### src/rtl/kcpd_pkg.sv
// Package: shared constants, types and helpers for the clock packet decoder.
`timescale 1ns / 1ps
package kcpd_pkg;

  localparam int unsigned SLOTS     = 6;
  localparam int unsigned LEN_COUNT = 10;

  localparam logic [7:0] HDR_MIN  = 8'd246;
  localparam logic [7:0] HDR_TIME = 8'd252;

  localparam logic [11:0] BASE_2000 = 12'd2000;
  localparam logic [11:0] BASE_1900 = 12'd1900;
  localparam logic [7:0]  MONTH_MAX = 8'd12;

  // Register map, indexed by word
  localparam logic REG_PIVOT = 1'b0;
  localparam logic [6:0] PIVOT_RESET = 7'd80;

  // Payload length per header code, indexed by header minus HDR_MIN
  localparam logic [2:0] LEN_TABLE [LEN_COUNT] = '{
    3'd7, 3'd5, 3'd2, 3'd2, 3'd2, 3'd2, 3'd6, 3'd2, 3'd1, 3'd1
  };

  typedef logic [SLOTS-1:0][7:0] payload_t;

  typedef struct packed {
    logic     valid;
    payload_t bytes;
  } capture_t;

  typedef struct packed {
    logic [11:0] year;
    logic [7:0]  month;
    logic [7:0]  day;
    logic [7:0]  hour;
    logic [7:0]  minute;
    logic [7:0]  second;
    logic        month_bad;
    logic        clock_unset;
  } result_t;

  // Packed BCD byte to binary, no digit check: at most 165
  function automatic logic [7:0] bcd_value(input logic [7:0] b);
    logic [7:0] hi;
    hi = {4'd0, b[7:4]};
    return {4'd0, b[3:0]} + {hi[4:0], 3'd0} + {hi[6:0], 1'b0};
  endfunction

endpackage

### src/rtl/kcpd_if.sv
// Interfaces: byte input channel and decoded time output channel.
`timescale 1ns / 1ps
interface kcpd_in_if;
  logic       valid;
  logic       ready;
  logic [7:0] rx_byte;

  modport source (output valid, output rx_byte, input ready);
  modport sink   (input valid, input rx_byte, output ready);
endinterface

interface kcpd_out_if;
  logic        valid;
  logic        ready;
  logic [11:0] year;
  logic [7:0]  month;
  logic [7:0]  day;
  logic [7:0]  hour;
  logic [7:0]  minute;
  logic [7:0]  second;
  logic        month_bad;
  logic        clock_unset;

  modport source (output valid, output year, output month, output day, output hour,
                  output minute, output second, output month_bad, output clock_unset,
                  input ready);
  modport sink   (input valid, input year, input month, input day, input hour,
                  input minute, input second, input month_bad, input clock_unset,
                  output ready);
  modport monitor (input valid, input ready, input year, input month, input day,
                   input hour, input minute, input second, input month_bad,
                   input clock_unset);
endinterface

### src/rtl/keyboard_clock_packet_decoder.sv
// Top level: clock packet decoder with APB configuration and byte/result channels.
// A closed time packet is registered in the capture register, then moved into the result queue.
// Throughput: one byte per cycle; the input stalls only when the capture register and both
// result queue entries are all full.
// Reset (rst, synchronous, active high): idle tracker, empty queue, century_pivot = 80.
// The payload store is not reset; a time packet fills it before it is read.
`timescale 1ns / 1ps
module keyboard_clock_packet_decoder (
  input  logic        clk,
  input  logic        rst,
  input  logic        psel,
  input  logic        penable,
  input  logic        pwrite,
  input  logic [2:0]  paddr,
  input  logic [31:0] pwdata,
  output logic [31:0] prdata,
  output logic        pready,
  kcpd_in_if.sink     din,
  kcpd_out_if.source  dout
);
  import kcpd_pkg::*;

  logic [6:0] pivot;
  logic       cfg_write;
  capture_t   cap;
  result_t    res;
  logic       can_push;
  logic       cap_take;

  // APB register: one word, century_pivot in bits 6:0
  assign pready    = 1'b1;
  assign cfg_write = psel && penable && pwrite && pready;

  always_ff @(posedge clk) begin
    if (rst) begin
      pivot <= PIVOT_RESET;
    end else if (cfg_write && (paddr[2] == REG_PIVOT)) begin
      pivot <= pwdata[6:0];
    end
  end

  always_comb begin
    prdata = '0;
    if (paddr[2] == REG_PIVOT) begin
      prdata = {25'd0, pivot};
    end
  end

  // Move a captured packet into the queue whenever there is room
  assign cap_take = cap.valid && can_push;

  kcpd_tracker u_tracker (
    .clk      (clk),
    .rst      (rst),
    .din      (din),
    .cap_take (cap_take),
    .cap      (cap)
  );

  kcpd_decode u_decode (
    .bytes (cap.bytes),
    .pivot (pivot),
    .res   (res)
  );

  kcpd_out_q u_out_q (
    .clk      (clk),
    .rst      (rst),
    .push     (cap_take),
    .wdata    (res),
    .can_push (can_push),
    .dout     (dout)
  );

endmodule

### src/rtl/kcpd_tracker.sv
// Packet tracker: header detection, payload counting and capture of a finished time packet.
`timescale 1ns / 1ps
module kcpd_tracker (
  input  logic               clk,
  input  logic               rst,
  kcpd_in_if.sink            din,
  input  logic               cap_take,
  output kcpd_pkg::capture_t cap
);
  import kcpd_pkg::*;

  logic       in_packet, in_packet_next;
  logic [2:0] bytes_left, bytes_left_next;
  logic       is_time, is_time_next;
  logic [2:0] idx, idx_next;
  logic [7:0] store [SLOTS];
  logic       cap_valid;
  payload_t   cap_bytes;
  logic       accept;
  logic       fire;
  logic [3:0] hdr_off;

  assign din.ready = !cap_valid || cap_take;
  assign accept    = din.valid && din.ready;
  assign hdr_off   = 4'(din.rx_byte - HDR_MIN);
  assign cap.valid = cap_valid;
  assign cap.bytes = cap_bytes;

  always_comb begin
    in_packet_next  = in_packet;
    bytes_left_next = bytes_left;
    is_time_next    = is_time;
    idx_next        = idx;
    fire            = 1'b0;
    if (accept) begin
      if (!in_packet) begin
        if (din.rx_byte >= HDR_MIN) begin
          bytes_left_next = LEN_TABLE[hdr_off];
          is_time_next    = (din.rx_byte == HDR_TIME);
          idx_next        = 3'd0;
          in_packet_next  = 1'b1;
        end
      end else begin
        idx_next        = idx + 3'd1;
        bytes_left_next = bytes_left - 3'd1;
        if (bytes_left == 3'd1) begin
          in_packet_next = 1'b0;
          fire           = is_time;
        end
      end
    end
  end

  always_ff @(posedge clk) begin
    if (rst) begin
      in_packet  <= 1'b0;
      bytes_left <= 3'd0;
      is_time    <= 1'b0;
      idx        <= 3'd0;
      cap_valid  <= 1'b0;
    end else begin
      in_packet  <= in_packet_next;
      bytes_left <= bytes_left_next;
      is_time    <= is_time_next;
      idx        <= idx_next;
      if (fire) begin
        cap_valid <= 1'b1;
      end else if (cap_take) begin
        cap_valid <= 1'b0;
      end
    end
  end

  // Payload store; the seventh byte of the long packet is counted but not kept
  always_ff @(posedge clk) begin
    if (accept && in_packet && (idx < 3'(SLOTS))) begin
      store[idx] <= din.rx_byte;
    end
  end

  // Snapshot the six bytes, merging in the byte that closes the packet
  always_ff @(posedge clk) begin
    if (fire) begin
      for (int i = 0; i < SLOTS; i++) begin
        cap_bytes[i] <= (3'(i) == idx) ? din.rx_byte : store[i];
      end
    end
  end

endmodule

### src/rtl/kcpd_decode.sv
// BCD time decoder: six captured bytes to year, date, time and flags.
`timescale 1ns / 1ps
module kcpd_decode (
  input  kcpd_pkg::payload_t bytes,
  input  logic [6:0]         pivot,
  output kcpd_pkg::result_t  res
);
  import kcpd_pkg::*;

  logic [7:0] yr2;
  logic [7:0] mo;

  assign yr2 = bcd_value(bytes[0]);
  assign mo  = bcd_value(bytes[1]);

  always_comb begin
    res.year        = {4'd0, yr2} + ((yr2 < {1'b0, pivot}) ? BASE_2000 : BASE_1900);
    res.month       = mo;
    res.day         = bcd_value(bytes[2]);
    res.hour        = bcd_value(bytes[3]);
    res.minute      = bcd_value(bytes[4]);
    res.second      = bcd_value(bytes[5]);
    res.month_bad   = (mo == 8'd0) || (mo > MONTH_MAX);
    res.clock_unset = (bytes == '0);
  end

endmodule

### src/rtl/kcpd_out_q.sv
// Two-entry result queue feeding the output channel.
`timescale 1ns / 1ps
module kcpd_out_q (
  input  logic              clk,
  input  logic              rst,
  input  logic              push,
  input  kcpd_pkg::result_t wdata,
  output logic              can_push,
  kcpd_out_if.source        dout
);
  import kcpd_pkg::*;

  result_t    mem [2];
  logic       wr_ptr;
  logic       rd_ptr;
  logic [1:0] count;
  logic       pop;
  result_t    head;

  assign can_push = (count != 2'd2);
  assign pop      = dout.valid && dout.ready;
  assign head     = mem[rd_ptr];

  assign dout.valid       = (count != 2'd0);
  assign dout.year        = head.year;
  assign dout.month       = head.month;
  assign dout.day         = head.day;
  assign dout.hour        = head.hour;
  assign dout.minute      = head.minute;
  assign dout.second      = head.second;
  assign dout.month_bad   = head.month_bad;
  assign dout.clock_unset = head.clock_unset;

  always_ff @(posedge clk) begin
    if (rst) begin
      wr_ptr <= 1'b0;
      rd_ptr <= 1'b0;
      count  <= 2'd0;
    end else begin
      if (push) begin
        wr_ptr <= ~wr_ptr;
      end
      if (pop) begin
        rd_ptr <= ~rd_ptr;
      end
      count <= count + {1'b0, push} - {1'b0, pop};
    end
  end

  always_ff @(posedge clk) begin
    if (push) begin
      mem[wr_ptr] <= wdata;
    end
  end

endmodule

### src/flat_wrapper.sv
// flat-port wrapper written by rule: the top's interface ports become plain ports
module keyboard_clock_packet_decoder_flat import kcpd_pkg::*;
  (clk, rst, psel, penable, pwrite, paddr, pwdata, prdata, pready, din_valid, din_rx_byte, din_ready, dout_valid, dout_year, dout_month, dout_day, dout_hour, dout_minute, dout_second, dout_month_bad, dout_clock_unset, dout_ready);
  kcpd_in_if din_i ();
  kcpd_out_if dout_i ();
  input  logic clk;
  input  logic rst;
  input  logic psel;
  input  logic penable;
  input  logic pwrite;
  input  logic [2:0] paddr;
  input  logic [31:0] pwdata;
  output logic [31:0] prdata;
  output logic pready;
  input wire logic [$bits(din_i.valid)-1:0] din_valid;
  input wire logic [$bits(din_i.rx_byte)-1:0] din_rx_byte;
  output wire logic [$bits(din_i.ready)-1:0] din_ready;
  output wire logic [$bits(dout_i.valid)-1:0] dout_valid;
  output wire logic [$bits(dout_i.year)-1:0] dout_year;
  output wire logic [$bits(dout_i.month)-1:0] dout_month;
  output wire logic [$bits(dout_i.day)-1:0] dout_day;
  output wire logic [$bits(dout_i.hour)-1:0] dout_hour;
  output wire logic [$bits(dout_i.minute)-1:0] dout_minute;
  output wire logic [$bits(dout_i.second)-1:0] dout_second;
  output wire logic [$bits(dout_i.month_bad)-1:0] dout_month_bad;
  output wire logic [$bits(dout_i.clock_unset)-1:0] dout_clock_unset;
  input wire logic [$bits(dout_i.ready)-1:0] dout_ready;
  assign din_i.valid = din_valid;
  assign din_i.rx_byte = din_rx_byte;
  assign din_ready = din_i.ready;
  assign dout_valid = dout_i.valid;
  assign dout_year = dout_i.year;
  assign dout_month = dout_i.month;
  assign dout_day = dout_i.day;
  assign dout_hour = dout_i.hour;
  assign dout_minute = dout_i.minute;
  assign dout_second = dout_i.second;
  assign dout_month_bad = dout_i.month_bad;
  assign dout_clock_unset = dout_i.clock_unset;
  assign dout_i.ready = dout_ready;
  keyboard_clock_packet_decoder u_core (.clk(clk), .rst(rst), .psel(psel), .penable(penable), .pwrite(pwrite), .paddr(paddr), .pwdata(pwdata), .prdata(prdata), .pready(pready), .din(din_i), .dout(dout_i));
endmodule
### config.mk
export PLATFORM = sky130hd
export DESIGN_NAME = keyboard_clock_packet_decoder_flat
export DESIGN_NICKNAME = d
export VERILOG_FILES = /design/src/rtl/kcpd_pkg.sv /design/src/rtl/kcpd_if.sv /design/src/rtl/keyboard_clock_packet_decoder.sv /design/src/rtl/kcpd_tracker.sv /design/src/rtl/kcpd_decode.sv /design/src/rtl/kcpd_out_q.sv /design/src/flat_wrapper.sv
export SDC_FILE = /design/constraint.sdc
export NUM_CORES = 1
export LEC_CHECK = 0
export BUFFER_PORTS_ARGS = -buffer_cell sky130_fd_sc_hd__buf_2
export CORE_MARGIN = 4
export CORE_UTILIZATION = 33
export CTS_CLUSTER_SIZE = 14
export DETAILED_ROUTE_END_ITERATION = 8
export GPL_TIMING_DRIVEN = 0
export PLACE_DENSITY_LB_ADDON = 0.15
export RECOVER_POWER = 100
export SYNTH_ARGS = -nofsm -noshare
export SYNTH_HDL_FRONTEND = slang
export SYNTH_HIERARCHICAL = 1
export SYNTH_SLANG_ARGS = --single-unit
### constraint.sdc
create_clock -name clk -period 10.3 [get_ports clk]
set_input_delay 0.515 -clock clk [delete_from_list [all_inputs] [get_ports clk]]
set_output_delay 0.515 -clock clk [all_outputs]
set_load 0.02 [all_outputs]
## Word-level counts from Yosys, hierarchy flattened

Memories as Yosys holds them, arrays and structs flattened. A register that Yosys moved wholly into a read port is not among the register bits.
Cells that the tools add are included.

- Memories kept: 3
- Register bits: 20
- Input port bits: 50
- Output and inout bits: 89
- Memory bits (writable): 156
- Word-level logic and storage cells: 83
- Memory bits (read-only): 48

Memories:

| memory | words | width | read ports | clocked after Yosys merged registers in | wr ports | line | RTL |
|---|---|---|---|---|---|---|---|
| u_core.u_out_q.mem | 2 | 54 | 1 | 1 | 1 | kcpd_out_q.sv:13 | `result_t mem [2];` |
| (no name shown) | 16 | 3 | 1 | 0 | 0 | kcpd_tracker.sv:38 | `bytes_left_next = LEN_TABLE[hdr_off];` |
| u_core.u_tracker.store | 6 | 8 | 6 | 6 | 1 | kcpd_tracker.sv:16 | `logic [7:0] store [SLOTS];` |

- Mux-type cells: 22
- Bitwise logic cells: 5
- Reduce and logical (&&, ||, !) cells: 18
- Add/sub/neg operators: 18
- Equality and inequality tests: 3
- Order comparisons: 5

Operators with widths:

| operator | count |
|---|---|
| 4-bit by 7-bit adder with 8-bit output | 6 |
| 8-bit by 5-bit adder with 8-bit output | 6 |
| 48-bit logical NOT | 1 |
| 3-bit two-way mux | 6 |
| 1-bit two-way mux | 14 |
| 8-bit by 11-bit adder with 12-bit output | 1 |
| 8-bit equality test, second input constant | 1 |
| 8-bit >= comparator, second input constant | 1 |
| 8-bit by 4-bit greater-than comparator with 1-bit output, second input constant | 1 |
| 1-bit logical AND | 8 |
| 8-bit logical NOT | 1 |
| 8-bit by 7-bit < comparator with 1-bit output | 1 |
| 8-bit two-way mux | 1 |
| 7-bit two-way mux | 1 |
| 2-bit nonzero test | 3 |
| 5-bit >= comparator, second input constant | 1 |
| 4-bit NOT with 5-bit output | 1 |
| 1-bit NOT | 4 |
| 4-bit by 3-bit subtractor with 4-bit output, second input constant | 1 |
| 3-bit by 1-bit adder with 3-bit output, second input constant | 1 |
| 3-bit by 1-bit equality test with 1-bit output, second input constant | 1 |
| 3-bit < comparator, second input constant | 1 |
| 3-bit AND reduction | 1 |
| 3-bit by 1-bit subtractor with 3-bit output, second input constant | 1 |
| 6 further kinds | 7 |

## Depth between registers and ports, before layout

- Word-level depth: 8
- Mapped depth: 18

## By module

The synthesis kept the hierarchy.

Modules (own cells, without submodules):

| module | area each (um^2) | seq. area each (um^2) | cells an instance | times used |
|---|---|---|---|---|
| kcpd_out_q | 4390.5 | 3343.2 | 191 | 1 |
| kcpd_tracker | 4186.5 | 3062.9 | 236 | 1 |
| kcpd_decode | 1767.9 | 0.0 | 201 | 1 |
| keyboard_clock_packet_decoder | 583.1 | 140.1 | 67 | 1 |

## Worst setup path before layout

No wires, ideal clock.

- Path kind: register -> register
- From: register u_core.u_tracker.cap_bytes, in the netlist u_core/u_tracker/cap[4], read port of u_core.u_tracker.store
- To: memory u_core/u_out_q/mem[0][53] (netlist name), data pin
- Cell stages (with the launch flop): 17
- Data required time: 10.030 ns
- Library setup time: 0.270 ns
- Arrival time: 3.898 ns
- Setup slack: 6.131 ns
- Path through: edfxtp_1 -> inv_1 -> fa_1 -> fa_1 -> nand2b_1 -> a21oi_1 -> xnor2_1 -> inv_1 -> ha_1 -> a21oi_1 -> o21ai_0 -> o21ba_2 -> ha_1 -> a21oi_1 -> nand2_1 -> a32o_1 -> or3_1

RTL lines:

| item | line | RTL |
|---|---|---|
| from (decl) | kcpd_tracker.sv:18 | `payload_t cap_bytes;` |
| to (decl) | kcpd_out_q.sv:13 |  |

==> impl_metrics.toml <==
[outcome]
status = "complete, but fails checks"
violations = "capacitance limit, slew limit"

[power_and_ir_drop]
p_seq_share_pct = 50.7
p_sw_mw = 0.443
finalPower_mw = 1.95
p_per_area_mw_per_mm2 = 157
swShare_pct = 22.7
ir_worst_vdd_mv = 0.120
p_clk_share_pct = 42.0
intPower_mw = 1.51
combPwrFrac_pct = 7.2
leakagePower_nw = 4.62

[synthesis]
synth-edff-count = 204
synthArstFlopShare_pct = 0
yosysMostFrequentCell = "edfxtp_1"
synth_seq_area_share_pct = 59.9
netlist_top_cells_count = "204 x edfxtp_1, 64 x ha_1, 53 x mux2_2"
synthCells = 695
synthFlopType = "edfxtp_1"
netlist.area_leader.share_pct = 56.1
netlist-cell-type-count = 63
ys_top_cells_by_area = "edfxtp_1 56%, ha_1 7.3%, mux2_4 6.9%"
yosys_register_bits = 225
syn_avg_cell_area_sq_um = 15.7
synthesis.area_sq_mm = 0.0109
yosysTopAreaCell = "edfxtp_1"
yosysWarningCount = 6

[setup_path]
cp-start-kind = "register"
crit_start = "u_core/u_tracker/cap[4]$_DFFE_PP_"
end_kind = "register"
critical_path_class = "reg2reg"
endpoint = "u_core/u_out_q/mem[1][50]$_DFFE_PP_"
cp_max_fo = 4
rr_startpoint = "u_core/u_tracker/cap[4]$_DFFE_PP_"
rrSetupSlack_ps = 5600
arrival_ps = 5030
cp.buffers_inverters = 2
cp.required_ps = 10630
critPathMaxStageDelay_ps = 470
r2r.worst_path.cells = 17
cp_slowest_cell = "fa_1"
crit_chain = "inv_1 > fa_1 > fa_1 > nand2b_1 > a21oi_1 > xnor2_1 > inv_1 > ha_1 > a21oi_1 > o21ai_0 > o21bai_1 > ha_1 > fa_1 > a21o_1 > a21oi_1 > nand2b_1 > o22ai_1"
r2r_end = "u_core/u_out_q/mem[1][50]$_DFFE_PP_"
cp.depth = 17
critPathTopFamily = "adder cells"

[placed_design]
numPlacedInstances = 1249
post-place-ws_ps = 5610
place.detailed.hpwl_um = 14900
gp_congestion = 0.723
io_buffers = 85

[clock_network]
cts_buffer_depth = 3
numCtsBuffers = 25
htree_num_levels = 1
hold_buffers = 0
post_cts_buffers = 0
clock-sinks = 225
clock_latency_ps = 530
cts_tree = "done"
path_clk_slew_ps = 60
cts_resized = 0
clockRootBuffer = "clkbuf_16"

[global_route]
antenna_found_initial = 0
grt_max_degree = 55
overflow = 0
grt_pass1_vias = 5895
grt.total_usage_pct = 11.9
grt_pass1_wl_um = 33800

[die]
io_pins = 139
std_cell_rows = 66
dieArea_sq_mm = 0.0361
fp.coreArea_sq_mm = 0.0326
die_height_um = 190
die_w_um = 190
initial_core_util_pct = 33.5

[timing]
slew_violations = 163
rsz0062_at_grt = "no"
tightest_slew_ps = 4070
hold_violations = 0
fin_crit_ps = 4700
setup_ws_ps = 5600
setup_violations = 0
finalSetupTns_ps = 0
min_period_over_period_pct = 45.6
max-slew-margin-rel_pct = -171
fmax_mhz = 213
skew_ps = 17.3

[routing]
vias = 5754
wl_per_cell_um = 16.8
vias_per_cell = 4.44
drt_wl_total_um = 21700
drc = 0
drt_iter0_drc = 228
firstDrtPassIters = 4
ant_nets = 0

[layout]
drive_gt1_share_pct = 24.3
syn_to_final_growth_pct = 13.8
instances_no_fill = 1296
final_util_pct = 38.1
fin_nets = 961

[min_path]
hold_class = "in2reg"

[flow_run]
drv_cap = 5
[metal layers]
metal | share of wire, % | global-route usage [%] | up-vias
li1 | - | - | 2848
met1 | 47 | 16.6 | 2802
met2 | 47 | 19.6 | 83
met3 | 3.8 | 1.93 | 21
met4 | 1.5 | 2.75 | 0
met5 | 0 | 0 | -
[placed cells by master, fill, tap and decap left out, types with 4 or more instances in the layout]
cell / instances
conb_1: 26
dfxtp_1: 21
inv_1: 29
and3_1: 4
nor2b_1: 10
nand2_1: 13
clkbuf_16: 25
xnor2_1: 15
clkbuf_1: 31
a211oi_1: 6
ha_1: 64
nor4_1: 14
nand4_1: 7
mux2i_1: 9
buf_4: 27
xor2_1: 7
a21oi_1: 20
nor2_1: 21
clkinv_2: 9
clkbuf_4: 6
nor3_1: 7
mux2_1: 48
clkinv_1: 8
nand2b_1: 14
edfxtp_1: 204
o21a_1: 5
and2b_2: 7
fa_1: 13
mux2_4: 5
o21ai_0: 6
a21o_1: 14
buf_2: 69
mux2_2: 51
[registers in the layout (all words and copies together) (netlist names), named ones only]
signal                       count
u_core/u_out_q/rd_ptr            1
u_core/u_tracker/bytes_left      3
u_core/u_out_q/wr_ptr            1
u_core/u_tracker/in_packet       1
u_core/u_tracker/idx             3
u_core/u_tracker/cap            48
u_core/u_out_q/mem             108
u_core/u_tracker/is_time         1
u_core/u_tracker/cap_valid       1
u_core/u_out_q/count             2
u_core/u_tracker/store          48
u_core/pivot                     7
[through the flow]
| stage | instance area, sq um | hold WS (ps) |
|---|---|---|
| after global routing | 12400 | 257 |
| after floorplan | 11000 | 444 |
| final | 12400 | 258 |
| after CTS | 12800 | 237 |
| after global placement | 12000 | 462 |
| after detailed placement | 12100 | 465 |
[area by class of cell]
class,instances,area (sq um)
tap,442,553
sequential,225,6550
clock inverter,21,134
multi-input combinational,416,3730
timing repair buffer,88,413
buffer,48,315
inverter,30,113
clock buffer,25,626
antenna,1,2.50
fill,3139,20200
[cell families after synthesis]
family                     Yosys count  synth area share [%]
DFF                                225                  59.9
muxes                              113                  13.3
and+or+nand+nor                    112                  6.30
buffers and inverters               78                  4.73
adders and majority gates           77                  9.71
AOI/OAI and AO/OA                   65                  4.06
xor gates and xnor gates            23                  1.97
other                                2                0.0687
[power by group through the flow]
stage               Combinational [mW]  Clock (mW)  Sequential (mW)
finish                           0.141       0.821            0.991
global route                     0.155       0.895            0.991
CTS                              0.178       0.853            0.991
detailed placement               0.177           0             1.01
global placement                 0.178           0             1.01
floorplan                        0.133           0             1.01
[worst reg2reg max path: stages (launching register included)]
cell,delay (ps)
edfxtp_1,420
inv_1,100
fa_1,470
fa_1,460
nand2b_1,160
a21oi_1,290
xnor2_1,230
inv_1,150
ha_1,310
a21oi_1,150
o21ai_0,110
o21bai_1,260
ha_1,260
fa_1,410
a21o_1,200
a21oi_1,230
nand2b_1,110
o22ai_1,190
[how the worst min path moves through the flow]
stage,cells after the start,to,startpoint,slack [ps]
3_5_place_dp,2,u_core/u_tracker/is_time$_SDFFE_PP0P_,u_core/u_tracker/is_time$_SDFFE_PP0P_,460
3_3_place_gp,2,u_core/u_tracker/is_time$_SDFFE_PP0P_,u_core/u_tracker/is_time$_SDFFE_PP0P_,460
4_1_cts,3,u_core/pivot[4]$_SDFFE_PP1P_,pwdata[4],240
5_1_grt,3,u_core/pivot[1]$_SDFFE_PP0P_,pwdata[1],260
2_1_floorplan,2,u_core/u_tracker/is_time$_SDFFE_PP0P_,u_core/u_tracker/is_time$_SDFFE_PP0P_,440
6_report,3,u_core/pivot[4]$_SDFFE_PP1P_,pwdata[4],260
Power figures use the tool's default switching activity.
